File: config.mk
export PLATFORM = sky130hd
export DESIGN_NAME = fifo_queue_reverse_search_core
export DESIGN_NICKNAME = d
export VERILOG_FILES = /design/src/sv/fqrs_pkg.sv /design/src/sv/fqrs_ctrl.sv /design/src/sv/fqrs_dpath.sv /design/src/sv/fifo_queue_reverse_search_core.sv
export SDC_FILE = /design/constraint.sdc
export NUM_CORES = 1
export LEC_CHECK = 0
export ABC_AREA = 1
export BUFFER_PORTS_ARGS = -buffer_cell sky130_fd_sc_hd__buf_2
export CAP_MARGIN = 20
export CELL_PAD_IN_SITES_DETAIL_PLACEMENT = 0
export CELL_PAD_IN_SITES_GLOBAL_PLACEMENT = 1
export CORE_MARGIN = 1
export CORE_UTILIZATION = 56
export CTS_BUF_LIST = sky130_fd_sc_hd__clkbuf_8
export DETAILED_ROUTE_END_ITERATION = 16
export PLACE_DENSITY_LB_ADDON = 0.1
export RECOVER_POWER = 50
export SYNTH_ARGS = -nofsm -noshare
export SYNTH_HDL_FRONTEND = slang
export SYNTH_SLANG_ARGS = --single-unit
File: constraint.sdc
create_clock -name i_clk -period 5.6 [get_ports i_clk]
set_clock_uncertainty 0.1 [all_clocks]
set_input_delay 0 -clock i_clk [delete_from_list [all_inputs] [get_ports i_clk]]
set_output_delay 0 -clock i_clk [all_outputs]
set_load 0.05 [all_outputs]
File: src/sv/fqrs_pkg.sv
// Shared types and codes for the queue block with reverse and search.
// Used by fqrs_ctrl, fqrs_dpath and fifo_queue_reverse_search_core.
package fqrs_pkg;

    localparam int DATA_W  = 24;
    localparam int BYTES_W = 3;     // entry bytes compared by search
    localparam int INDEX_W = 3;

    localparam logic [1:0] MODE_INSERT  = 2'd0;
    localparam logic [1:0] MODE_REMOVE  = 2'd1;
    localparam logic [1:0] MODE_REVERSE = 2'd2;
    localparam logic [1:0] MODE_SEARCH  = 2'd3;

    localparam logic [1:0] ST_OK        = 2'd0;
    localparam logic [1:0] ST_EMPTY     = 2'd1;
    localparam logic [1:0] ST_FULL      = 2'd2;
    localparam logic [1:0] ST_NOT_FOUND = 2'd3;

    typedef struct packed {
        logic [1:0]        mode;
        logic [DATA_W-1:0] entry_data;
    } t_in_item;

    typedef struct packed {
        logic [1:0]         status;
        logic [DATA_W-1:0]  data_out;
        logic [INDEX_W-1:0] found_index;
        logic               is_empty;
    } t_out_item;

    // controller -> datapath
    typedef struct packed {
        logic accept;   // take the input item this cycle
        logic read;     // read the entry at walk position
        logic check;    // evaluate the entry read last cycle
    } t_dp_cmd;

    // datapath -> controller
    typedef struct packed {
        logic walk;     // input item needs a walk over the store
        logic last;     // this check finishes the item
    } t_dp_sts;

endpackage

File: src/sv/fqrs_ctrl.sv
// Sequencer for the queue block: handshakes and walk sequencing.
// Depends on fqrs_pkg.
module fqrs_ctrl (
    input  logic             i_clk,
    input  logic             i_rst_n,
    input  logic             i_in_valid,
    output logic             o_in_stall,
    output logic             o_out_valid,
    input  logic             i_out_stall,
    output fqrs_pkg::t_dp_cmd o_cmd,
    input  fqrs_pkg::t_dp_sts i_sts
);

    localparam logic [1:0] S_IDLE  = 2'd0;
    localparam logic [1:0] S_READ  = 2'd1;
    localparam logic [1:0] S_CHECK = 2'd2;
    localparam logic [1:0] S_OUT   = 2'd3;

    logic [1:0] r_state;
    logic [1:0] n_state;
    logic       accept;

    assign o_out_valid = (r_state == S_OUT);
    assign o_in_stall  = !((r_state == S_IDLE) || ((r_state == S_OUT) && !i_out_stall));
    assign accept      = i_in_valid && !o_in_stall;

    assign o_cmd.accept = accept;
    assign o_cmd.read   = (r_state == S_READ);
    assign o_cmd.check  = (r_state == S_CHECK);

    always_comb begin
        n_state = r_state;
        case (r_state)
            S_IDLE: begin
                if (accept) begin
                    n_state = i_sts.walk ? S_READ : S_OUT;
                end
            end
            S_READ: begin
                n_state = S_CHECK;
            end
            S_CHECK: begin
                n_state = i_sts.last ? S_OUT : S_READ;
            end
            S_OUT: begin
                if (accept) begin
                    n_state = i_sts.walk ? S_READ : S_OUT;
                end else if (!i_out_stall) begin
                    n_state = S_IDLE;
                end
            end
            default: begin
                n_state = S_IDLE;
            end
        endcase
    end

    always_ff @(posedge i_clk) begin
        if (!i_rst_n) begin
            r_state <= S_IDLE;
        end else begin
            r_state <= n_state;
        end
    end

endmodule

File: src/sv/fqrs_dpath.sv
// Datapath for the queue block: entry ring, pointers, compare and result register.
// Depends on fqrs_pkg.
module fqrs_dpath #(
    parameter int QUEUE_DEPTH = 8
) (
    input  logic                i_clk,
    input  logic                i_rst_n,
    input  fqrs_pkg::t_in_item  i_in,
    input  fqrs_pkg::t_dp_cmd   i_cmd,
    output fqrs_pkg::t_dp_sts   o_sts,
    output fqrs_pkg::t_out_item o_out
);

    localparam int PTR_W = $clog2(QUEUE_DEPTH);
    localparam int CNT_W = $clog2(QUEUE_DEPTH + 1);
    localparam logic [PTR_W:0]   DEPTH_P = (PTR_W + 1)'(QUEUE_DEPTH);
    localparam logic [CNT_W-1:0] DEPTH_C = CNT_W'(QUEUE_DEPTH);

    logic [fqrs_pkg::DATA_W-1:0] r_mem [QUEUE_DEPTH];

    logic [PTR_W-1:0]            r_head;
    logic [CNT_W-1:0]            r_count;
    logic                        r_rev;
    logic [PTR_W-1:0]            r_k;
    logic [1:0]                  r_mode;
    logic [fqrs_pkg::DATA_W-1:0] r_key;
    logic [fqrs_pkg::DATA_W-1:0] r_rd;
    fqrs_pkg::t_out_item         r_res;

    logic [PTR_W-1:0]   n_head;
    logic [CNT_W-1:0]   n_count;
    logic               n_rev;
    logic [PTR_W-1:0]   n_k;
    fqrs_pkg::t_out_item n_res;

    logic               empty;
    logic               full;
    logic               do_write;
    logic [PTR_W-1:0]   wr_slot;
    logic [CNT_W-1:0]   count_m1;
    logic [CNT_W-1:0]   k_next_c;
    logic [PTR_W+2:0]   k_ext;
    logic               hit;
    logic               stop;
    logic               last_pos;

    // ring slot of logical position off from the head, walking in the current direction
    function automatic logic [PTR_W-1:0] slot_of(input logic [PTR_W-1:0] hd,
                                                 input logic rv,
                                                 input logic [PTR_W-1:0] off);
        logic [PTR_W:0] s;
        begin
            if (rv) begin
                s = {1'b0, hd} - {1'b0, off};
                if (s[PTR_W]) begin
                    s = s + DEPTH_P;
                end
            end else begin
                s = {1'b0, hd} + {1'b0, off};
                if (s >= DEPTH_P) begin
                    s = s - DEPTH_P;
                end
            end
            slot_of = s[PTR_W-1:0];
        end
    endfunction

    assign empty    = (r_count == '0);
    assign full     = (r_count == DEPTH_C);
    assign count_m1 = r_count - CNT_W'(1);
    assign k_next_c = CNT_W'(r_k) + CNT_W'(1);
    assign k_ext    = {3'b000, r_k};
    assign last_pos = (k_next_c == r_count);
    assign wr_slot  = slot_of(r_head, r_rev, r_count[PTR_W-1:0]);
    assign do_write = i_cmd.accept && (i_in.mode == fqrs_pkg::MODE_INSERT) && !full;

    // byte compare up to and including the first zero byte of the stored entry
    always_comb begin
        hit  = 1'b1;
        stop = 1'b0;
        for (int b = 0; b < fqrs_pkg::BYTES_W; b++) begin
            if (!stop) begin
                if (r_rd[8*b +: 8] != r_key[8*b +: 8]) begin
                    hit  = 1'b0;
                    stop = 1'b1;
                end else if (r_rd[8*b +: 8] == 8'd0) begin
                    stop = 1'b1;
                end
            end
        end
    end

    assign o_sts.walk = !empty && ((i_in.mode == fqrs_pkg::MODE_REMOVE) ||
                                   (i_in.mode == fqrs_pkg::MODE_SEARCH));
    assign o_sts.last = (r_mode == fqrs_pkg::MODE_REMOVE) || hit || last_pos;

    always_comb begin
        n_head  = r_head;
        n_count = r_count;
        n_rev   = r_rev;
        n_k     = r_k;
        n_res   = r_res;
        if (i_cmd.accept) begin
            n_k                = '0;
            n_res.status       = fqrs_pkg::ST_OK;
            n_res.data_out     = '0;
            n_res.found_index  = '0;
            n_res.is_empty     = empty;
            case (i_in.mode)
                fqrs_pkg::MODE_INSERT: begin
                    if (full) begin
                        n_res.status = fqrs_pkg::ST_FULL;
                    end else begin
                        n_count        = r_count + CNT_W'(1);
                        n_res.is_empty = 1'b0;
                    end
                end
                fqrs_pkg::MODE_REMOVE: begin
                    if (empty) begin
                        n_res.status = fqrs_pkg::ST_EMPTY;
                    end
                end
                fqrs_pkg::MODE_REVERSE: begin
                    if (!empty) begin
                        n_head = slot_of(r_head, r_rev, count_m1[PTR_W-1:0]);
                        n_rev  = !r_rev;
                    end
                end
                default: begin
                    n_res.status = fqrs_pkg::ST_NOT_FOUND;
                end
            endcase
        end else if (i_cmd.check) begin
            if (r_mode == fqrs_pkg::MODE_REMOVE) begin
                n_res.data_out = r_rd;
                n_head         = slot_of(r_head, r_rev, PTR_W'(1));
                n_count        = count_m1;
                n_res.is_empty = (count_m1 == '0);
            end else if (hit) begin
                n_res.status      = fqrs_pkg::ST_OK;
                n_res.found_index = k_ext[fqrs_pkg::INDEX_W-1:0];
            end else if (!last_pos) begin
                n_k = k_next_c[PTR_W-1:0];
            end
        end
    end

    always_ff @(posedge i_clk) begin
        if (!i_rst_n) begin
            r_head  <= '0;
            r_count <= '0;
            r_rev   <= 1'b0;
        end else begin
            r_head  <= n_head;
            r_count <= n_count;
            r_rev   <= n_rev;
        end
    end

    always_ff @(posedge i_clk) begin
        r_k   <= n_k;
        r_res <= n_res;
        if (i_cmd.accept) begin
            r_mode <= i_in.mode;
            r_key  <= i_in.entry_data;
        end
    end

    always_ff @(posedge i_clk) begin
        if (do_write) begin
            r_mem[wr_slot] <= i_in.entry_data;
        end
    end

    always_ff @(posedge i_clk) begin
        if (i_cmd.read) begin
            r_rd <= r_mem[slot_of(r_head, r_rev, r_k)];
        end
    end

    assign o_out = r_res;

endmodule

File: src/sv/fifo_queue_reverse_search_core.sv
// Bounded queue of 24-bit entries with insert, remove, reverse and search.
// Insert, reverse and any op on an empty queue register the result at accept; remove does one
//   read/check pair; search does read/check pairs up to the matched position or the last entry.
// Items are taken one at a time; the search walk reads one ring slot per read/check pair
//   through the single registered read port of the entry store.
// Reset (i_rst_n, synchronous, active low): queue empty, head at slot 0, forward order.
module fifo_queue_reverse_search_core #(
    parameter int QUEUE_DEPTH = 8       // ring slots, 2 to 8
) (
    input  logic                i_clk,
    input  logic                i_rst_n,
    // input item channel
    input  logic                i_in_valid,
    output logic                o_in_stall,
    input  fqrs_pkg::t_in_item  i_in,
    // result item channel
    output logic                o_out_valid,
    input  logic                i_out_stall,
    output fqrs_pkg::t_out_item o_out
);

    // Controller and datapath talk only through these two groups.
    fqrs_pkg::t_dp_cmd cmd;
    fqrs_pkg::t_dp_sts sts;

    // Controller: accepts an item when idle or as the held result leaves,
    // then steps read/check pairs until the datapath reports the last one.
    fqrs_ctrl u_ctrl (
        .i_clk       (i_clk),
        .i_rst_n     (i_rst_n),
        .i_in_valid  (i_in_valid),
        .o_in_stall  (o_in_stall),
        .o_out_valid (o_out_valid),
        .i_out_stall (i_out_stall),
        .o_cmd       (cmd),
        .i_sts       (sts)
    );

    // Datapath: entry ring, head/count/direction, byte compare, result register.
    // Reverse swaps head to the old tail and flips direction; no data moves.
    fqrs_dpath #(
        .QUEUE_DEPTH (QUEUE_DEPTH)
    ) u_dpath (
        .i_clk   (i_clk),
        .i_rst_n (i_rst_n),
        .i_in    (i_in),
        .i_cmd   (cmd),
        .o_sts   (sts),
        .o_out   (o_out)
    );

endmodule
==> flow_metrics.py, run 1 <==
metrics = {
    "grt": {
        "grtUsageTotal": 0.232,
        "grt_max_degree": 87,
        "grt_util_met2": 0.390,
        "grt_pass1_wl_um": 37500,
        "met3_usage": 0.0381,
        "grt_pass1_vias": 6932,
        "antenna_found_initial": 0,
        "grt_overflow": 0,
        "busiest_layer": "met2",
        "met1_usage": 0.312,
    },
    "hold_path": {
        "worstHoldEndpoint": "u_dpath.r_mode[0]",
        "whs_path_depth": 2,
        "hold_start": "i_in[24]",
        "min_path_type": "in2reg",
    },
    "synthesis": {
        "synth_edf_count": 245,
        "ys_async_sr_fraction": 0,
        "yosys-top-cells-count": "edfxtp_1, inv_1, o21ai_0, nand2_1, a21oi_1",
        "synth-xor-area-share": 0.0269,
        "syn-cell-area_mm2": 0.0117,
        "yosys.area.top_type_share": 0.631,
        "avgSynthCellArea_um2": 12.4,
        "synth_top_family_by_area": "compound AO/OA/AOI/OAI gates",
        "syn_nets": 983,
        "synth.distinct_cells": 36,
        "ys_seq_elements": 285,
        "synth_top_area_cell": "edfxtp_1",
        "synth_compound_area_frac": 0.112,
        "ys_seq_area_frac": 0.699,
        "synthMuxAreaShare": 0.0206,
        "synth_fa_ha_area_frac": 0.0180,
        "synth_flop_cell": "edfxtp_1",
        "ys_top_cells_by_area": "edfxtp_1, dfxtp_1, inv_1",
        "ys_warn_count": 0,
        "synthSimpleGateAreaFrac": 0.0604,
        "synth_most_common_cell": "edfxtp_1",
        "syn_inst": 938,
    },
    "drt": {
        "vias": 7198,
        "finalWirelength_um": 24100,
        "initialDrtViolationCount": 507,
        "via_per_inst": 5.31,
        "drt-wirelength-per-cell_um": 17.8,
        "first_pass_iters": 5,
        "drcViolationCount": 0,
        "drt.antenna.violating_nets": 0,
    },
    "die": {
        "start_util": 0.575,
        "die_x_um": 146,
        "ioPinCount": 62,
        "dieHeight_um": 146,
        "num_rows": 52,
        "die_area_mm2": 0.0214,
        "core-area_mm2": 0.0203,
    },
    "timing": {
        "maxSlewViolCount": 0,
        "finalWorstSetupSlack_ps": 953,
        "finalHoldViolations": 0,
        "period_needed_ps": 4650,
        "setup-tns-final_ps": 0,
        "setup_violations": 0,
        "rsz0062_at_grt": "no",
        "worstMarginPinSlew_ps": 1040,
        "max_freq_ghz": 0.215,
        "finalCritPeriodShare": 0.830,
        "slew_headroom": 0.305,
    },
    "clock_tree": {
        "post_cts_buffers": 0,
        "insertion_delay_ps": 540,
        "cts_tree": "built",
        "clock_path_buffers": 3,
        "clkTransAtPathRegs_ps": 60,
        "cts_buffers": 45,
        "cts_sinks": 285,
        "htree_levels": 2,
        "cts_root_buffer": "clkbuf_8",
    },
    "setup_path": {
        "timing.rr.end": "u_dpath.r_head[2]",
        "cp_data_required_time_ps": 5920,
        "critPathLaunchType": "flip-flop",
        "crit_start": "u_ctrl.r_state[0]",
        "reg2reg_depth": 19,
        "r2r_slack_ps": 950,
        "crit_arrival_ps": 4970,
        "cp_max_fo": 26,
        "worstSetupEndpointType": "flip-flop",
        "r2r-start": "u_ctrl.r_state[0]",
        "critical_path_class": "reg2reg",
    },
    "final_layout": {
        "fin_area_mm2": 0.0133,
        "fillers": 1593,
        "multi_input_comb_area_mm2": 0.00282,
        "antennaDiodeCount": 0,
        "synthToLayoutAreaGrowth_pct": 14.3,
        "nNetsFinal": 1095,
        "ff_latch_area_mm2": 0.00816,
        "drive_gt1_frac": 0.0893,
    },
    "power": {
        "powerDensity_mw_per_mm2": 576,
        "cellLeakagePower_uw": 0.00522,
        "irDropWorstVdd_mv": 0.439,
    },
    "placement": {
        "routabilityCongestion": 0.767,
        "dp_hpwl_um": 13000,
        "port_buffers": 61,
        "place_ws_ps": 2230,
        "place_area_mm2": 0.0123,
    },
    "run_status": {
        "status": "completed",
    },
    "run": {
        "maxCapViolCount": 0,
    },
}
==> sequential cells by signal, summed over array words and instances, names as in the netlist <==
register / cells
u_dpath.r_mem: 192
u_dpath.o_out: 30
u_dpath.r_key: 24
u_dpath.r_rd: 24
u_dpath.r_count: 4
u_dpath.r_head: 3
u_dpath.r_k: 3
u_ctrl.r_state: 2
u_dpath.r_mode: 2
u_dpath.r_rev: 1
==> timing repair <==
item                      CTS  global route
resized for setup           0             0
hold buffers               31             0
hold endpoints to repair  235             0
==> how the worst max path moves through the flow <==
| stage | cells past startpoint | slack (ps) | end |
|---|---|---|---|
| floorplan | 18 | 2100 | u_dpath.r_head[2] |
| CTS | 19 | 1260 | u_dpath.r_head[2] |
| global placement | 8 | 2320 | u_dpath.r_rd[19] |
| finish | 19 | 950 | u_dpath.r_head[2] |
| detailed placement | 8 | 2230 | u_dpath.r_rd[19] |
| global route | 19 | 600 | u_dpath.r_head[2] |
==> final cells by class <==
| class | count | area share |
|---|---|---|
| well taps | 270 | 0.0253 |
| clock buffers | 50 | 0.0516 |
| flip-flops and latches | 285 | 0.612 |
| clock inverters | 33 | 0.0105 |
| repair buffers | 105 | 0.0491 |
| multi-input cells | 469 | 0.211 |
| inverters | 144 | 0.0405 |
==> cell usage in the layout (no fill, tap or decap), types with 2 or more instances in the layout <==
cell / synthesis / final
nor2_4: 1 / 2
dlygate4sd3_1: 0 / 31
nor4_1: 2 / 2
nand4_1: 8 / 8
clkbuf_8: 0 / 50
buf_4: 7 / 12
buf_2: 10 / 4
dfxtp_1: 40 / 40
nand2_1: 83 / 85
clkbuf_1: 18 / 57
xnor2_1: 16 / 16
xor2_1: 18 / 17
ha_1: 12 / 11
a31oi_1: 26 / 26
nand3_1: 8 / 8
mux2i_1: 24 / 24
o21ai_0: 84 / 84
clkinv_1: 1 / 5
nor2_1: 60 / 51
edfxtp_1: 245 / 245
clkinv_2: 0 / 6
o211ai_1: 24 / 24
o21ai_2: 2 / 2
inv_1: 140 / 161
a22oi_1: 24 / 24
fa_1: 3 / 2
inv_2: 3 / 3
nor2_2: 2 / 10
a21oi_1: 62 / 62
==> report_power, final <==
part	leakage [µW]	switching, µW	internal [µW]
registers	0.00255	197	2750
clock network	0.000506	766	822
logic	0.00216	2150	999
==> layer usage <==
| metal | up-vias | share of wire |
|---|---|---|
| li1 | 3512 | - |
| met1 | 3456 | 0.45 |
| met2 | 186 | 0.48 |
| met3 | 44 | 0.047 |
| met4 | 0 | 0.018 |
| met5 | - | 0 |
==> worst max-delay path: stages, from the launching register on <==
cell and delay (ps):
dfxtp_1 360, inv_1 100, nor2_4 730, nor3_1 260, nand2_1 480, inv_2 70, nand2_1 100, nand2_1 70
xor2_1 160, fa_1 450, inv_1 70, nand4_1 100, nand2_1 110, nand2_1 50, nand2_1 70, nand3_1 70
nand2_1 60, dlygate4sd3_1 540, nor2_1 40, dlygate4sd3_1 550
==> kinds of logic (layout without fill, tap and decap cells) <==
kind of cell             count (synthesis)  count (layout)
XOR/XNOR                                35              35
buffers and inverters                  184             332
multiplexers                            24              24
adder cells (fa/ha/maj)                 15              15
AO/OA/AOI/OAI                          226             226
AND/OR/NAND/NOR                        169             169
flip-flops                             285             285
==> stage by stage <==
| stage | std cells | total power (µW) | utilization | hold slack [ps] |
|---|---|---|---|---|
| floorplan | 938 | 5350 | - | -1.13 |
| global placement | 1242 | 6060 | 0.605 | 145 |
| detailed placement | 1242 | 6140 | 0.605 | 147 |
| CTS | 1356 | 7750 | 0.661 | 107 |
| global route | 1356 | 8230 | 0.657 | 220 |
| finish | 1356 | 7680 | 0.657 | 219 |
Note: power is estimated with default switching activity, not from simulation.
==> run 2: changes to the inputs <==
--- a/config.mk
+++ b/config.mk
@@ -5,13 +5,13 @@
 export SDC_FILE = /design/constraint.sdc
 export NUM_CORES = 1
 export LEC_CHECK = 0
-export ABC_AREA = 1
+export ABC_AREA = 0
 export BUFFER_PORTS_ARGS = -buffer_cell sky130_fd_sc_hd__buf_2
 export CAP_MARGIN = 20
 export CELL_PAD_IN_SITES_DETAIL_PLACEMENT = 0
 export CELL_PAD_IN_SITES_GLOBAL_PLACEMENT = 1
 export CORE_MARGIN = 1
-export CORE_UTILIZATION = 56
+export CORE_UTILIZATION = 49
 export CTS_BUF_LIST = sky130_fd_sc_hd__clkbuf_8
 export DETAILED_ROUTE_END_ITERATION = 16
 export PLACE_DENSITY_LB_ADDON = 0.1
==> constraint.sdc (replaced) <==
create_clock -name i_clk -period 3.8 [get_ports i_clk]
set_clock_uncertainty 0.1 [all_clocks]
set_input_delay 0 -clock i_clk [delete_from_list [all_inputs] [get_ports i_clk]]
set_output_delay 0 -clock i_clk [all_outputs]
set_load 0.05 [all_outputs]
==> run 2 against run 1 <==
Power up 52%. Global-route usage down 1.6 points. The flow now finishes with violations (max-capacitance violations, max-slew violations). First-iteration DRC count down 20%.
==> flow_metrics.py, run 2 <==
metrics = {
    "run_status": {
        "status": "finished with violations",
        "violations": "max-capacitance violations, max-slew violations",
    },
    "timing": {
        "finalWorstSetupSlack_ps": 423,
        "setup_violations": 0,
        "period_needed_ps": 3380,
        "max_freq_ghz": 0.296,
        "worstMarginPinSlew_ps": 1840,
        "rsz0062_at_grt": "no",
        "slew_headroom": -0.225,
        "finalCritPeriodShare": 0.889,
        "maxSlewViolCount": 51,
        "whs_ps": 184,
        "finalHoldViolations": 0,
    },
    "clock_tree": {
        "clkTransAtPathRegs_ps": 60,
        "htree_levels": 2,
        "clock_path_buffers": 3,
        "cts_tree": "built",
        "cts_sinks": 285,
        "cts_root_buffer": "clkbuf_8",
        "cts_resized": 0,
        "cts_buffers": 46,
        "insertion_delay_ps": 570,
    },
    "synthesis": {
        "yosys-top-cells-count": "edfxtp_1, nand2_1, mux2i_1, dfxtp_1, xor2_1",
        "synth_flop_cell": "edfxtp_1",
        "synth_top_area_cell": "edfxtp_1",
        "synth_most_common_cell": "edfxtp_1",
        "syn_inst": 706,
        "ys_seq_area_frac": 0.705,
        "syn_nets": 751,
        "ys_warn_count": 0,
        "synth_edf_count": 245,
        "ys_async_sr_fraction": 0,
        "synth.distinct_cells": 52,
        "yosys.area.top_type_share": 0.636,
        "ys_seq_elements": 285,
        "avgSynthCellArea_um2": 16.4,
        "ys_top_cells_by_area": "edfxtp_1, dfxtp_1, mux2i_1",
        "syn-cell-area_mm2": 0.0116,
    },
    "grt": {
        "grt_max_degree": 45,
        "grtUsageTotal": 0.216,
        "antenna_found_initial": 0,
        "grt_pass1_wl_um": 38500,
        "grt_overflow": 0,
        "grt_pass1_vias": 6787,
    },
    "final_layout": {
        "final_common_cell": "edfxtp_1",
        "layout_common_cells": "edfxtp_1, nand2_1, clkbuf_1",
        "fin_util": 0.597,
        "antennaDiodeCount": 0,
        "ff_latch_area_mm2": 0.00816,
        "synthToLayoutAreaGrowth_pct": 18.1,
        "drive_gt1_frac": 0.177,
        "fillers": 1789,
        "multi_input_comb_area_mm2": 0.00319,
        "nNetsFinal": 904,
        "top_register": "u_dpath.r_mem",
        "largest_reg_flops": 192,
    },
    "drt": {
        "via_per_inst": 5.30,
        "initialDrtViolationCount": 406,
        "first_pass_iters": 4,
        "drt.antenna.violating_nets": 0,
        "drt-wirelength-per-cell_um": 20.9,
        "finalWirelength_um": 25300,
        "vias": 6414,
        "drcViolationCount": 0,
    },
    "power": {
        "powerDensity_mw_per_mm2": 856,
        "switchingPower_uw": 4080,
        "irDropWorstVdd_mv": 0.629,
        "power_frac_seq": 0.347,
        "clock_power_share": 0.212,
        "internal_power_uw": 7620,
        "pwr-share-comb": 0.441,
        "cellLeakagePower_uw": 0.00492,
        "sw_frac_of_total": 0.349,
    },
    "placement": {
        "dp_hpwl_um": 15000,
        "routabilityCongestion": 0.783,
        "port_buffers": 61,
        "place_ws_ps": 180,
    },
    "setup_path": {
        "critPathLaunchType": "flip-flop",
        "cpMaxStageDelayCell": "mux4_1",
        "cp_max_fo": 16,
        "crit_chain": "inv_1 > ha_1 > mux2i_1 > fa_1 > xor2_1 > xnor2_2 > xnor2_4 > buf_4 > buf_12 > mux4_1 > nor2b_1 > a221oi_2",
        "critPathMaxStageDelay_ps": 560,
        "cp_data_required_time_ps": 3990,
        "critical_path_class": "reg2reg",
        "crit_arrival_ps": 3570,
        "worstSetupEndpointType": "flip-flop",
    },
    "hold_path": {
        "min_path_type": "in2reg",
    },
    "die": {
        "die_area_mm2": 0.0242,
        "start_util": 0.505,
        "ioPinCount": 62,
        "dieHeight_um": 156,
        "core-area_mm2": 0.0229,
        "die_x_um": 156,
        "num_rows": 55,
    },
    "run": {
        "maxCapViolCount": 2,
    },
}
run 2: cell families (layout without fill, tap and decap cells):
| kind of cell | Yosys count | count (layout) | synth area share |
|---|---|---|---|
| xor gates and xnor gates | 39 | 39 | 0.0318 |
| buffers and inverters | 47 | 238 | 0.0227 |
| DFF | 285 | 285 | 0.705 |
| and+or+nand+nor | 185 | 185 | 0.0788 |
| AOI/OAI and AO/OA | 56 | 56 | 0.0460 |
| adders and majority gates | 15 | 15 | 0.0182 |
| muxes | 79 | 79 | 0.0977 |
run 2: stage by stage:
stage	cell area (µm²)	setup TNS, ps	cells	total power (µW)
2_1_floorplan	11600	-64520	706	8060
3_3_place_gp	12500	0	1087	8990
3_5_place_dp	12500	0	1087	9090
4_1_cts	13700	0	1204	11600
6_report	13700	0	1210	11700
5_1_grt	13700	0	1210	12300
run 2: final timing paths:
| kind | slack [ps] | cells after the start | endpoint | from |
|---|---|---|---|---|
| worst max-delay path | 420 | 12 | u_dpath.r_rd[21] | u_dpath.r_k[0] |
| worst min-delay path | 180 | 2 | u_dpath.r_mode[1] | i_in[25] |
| worst max register to register | 420 | 12 | u_dpath.r_rd[21] | u_dpath.r_k[0] |
| worst min register to register | 350 | 2 | u_dpath.o_out[20] | u_dpath.o_out[20] |
run 2: critical path, delay by kind of cell, from the launching register on:
kind / cells / cell delay [ps]
compound gates: 1 / 50
xor+xnor: 3 / 610
fa+ha+maj: 2 / 770
buf+inv: 3 / 410
flops: 1 / 340
mux: 2 / 670
simple gates: 1 / 160
run 2: cell type report:
cell class / instances / area share
inverter: 18 / 0.00494
clock inverter: 34 / 0.0118
multi-input combinational: 374 / 0.233
clock buffer: 52 / 0.0523
timing repair buffer: 134 / 0.0724
sequential: 285 / 0.597
tap: 313 / 0.0286
run 2: power by group through the flow:
stage	Combinational, µW	Clock (µW)	Sequential (µW)
finish	5160	2470	4060
global route	5540	2650	4090
CTS	5030	2540	4060
detailed placement	4970	0	4120
global placement	4880	0	4110
floorplan	3770	0	4290
run 2: layer usage:
| layer | global-route usage | share of wire | wire length (µm) |
|---|---|---|---|
| met1 | 0.275 | 0.43 | 11000 |
| met2 | 0.381 | 0.51 | 12900 |
| met3 | 0.0331 | 0.039 | 982 |
| met4 | 0.0663 | 0.019 | 475 |
| met5 | 0 | 0 | 0 |
run 2: timing repair:
| action | CTS | global route |
|---|---|---|
| hold buffers | 31 | 0 |
| setup endpoints to repair | 0 | 2 |
| endpoints found under the hold margin | 229 | 0 |
| setup buffers | 0 | 6 |
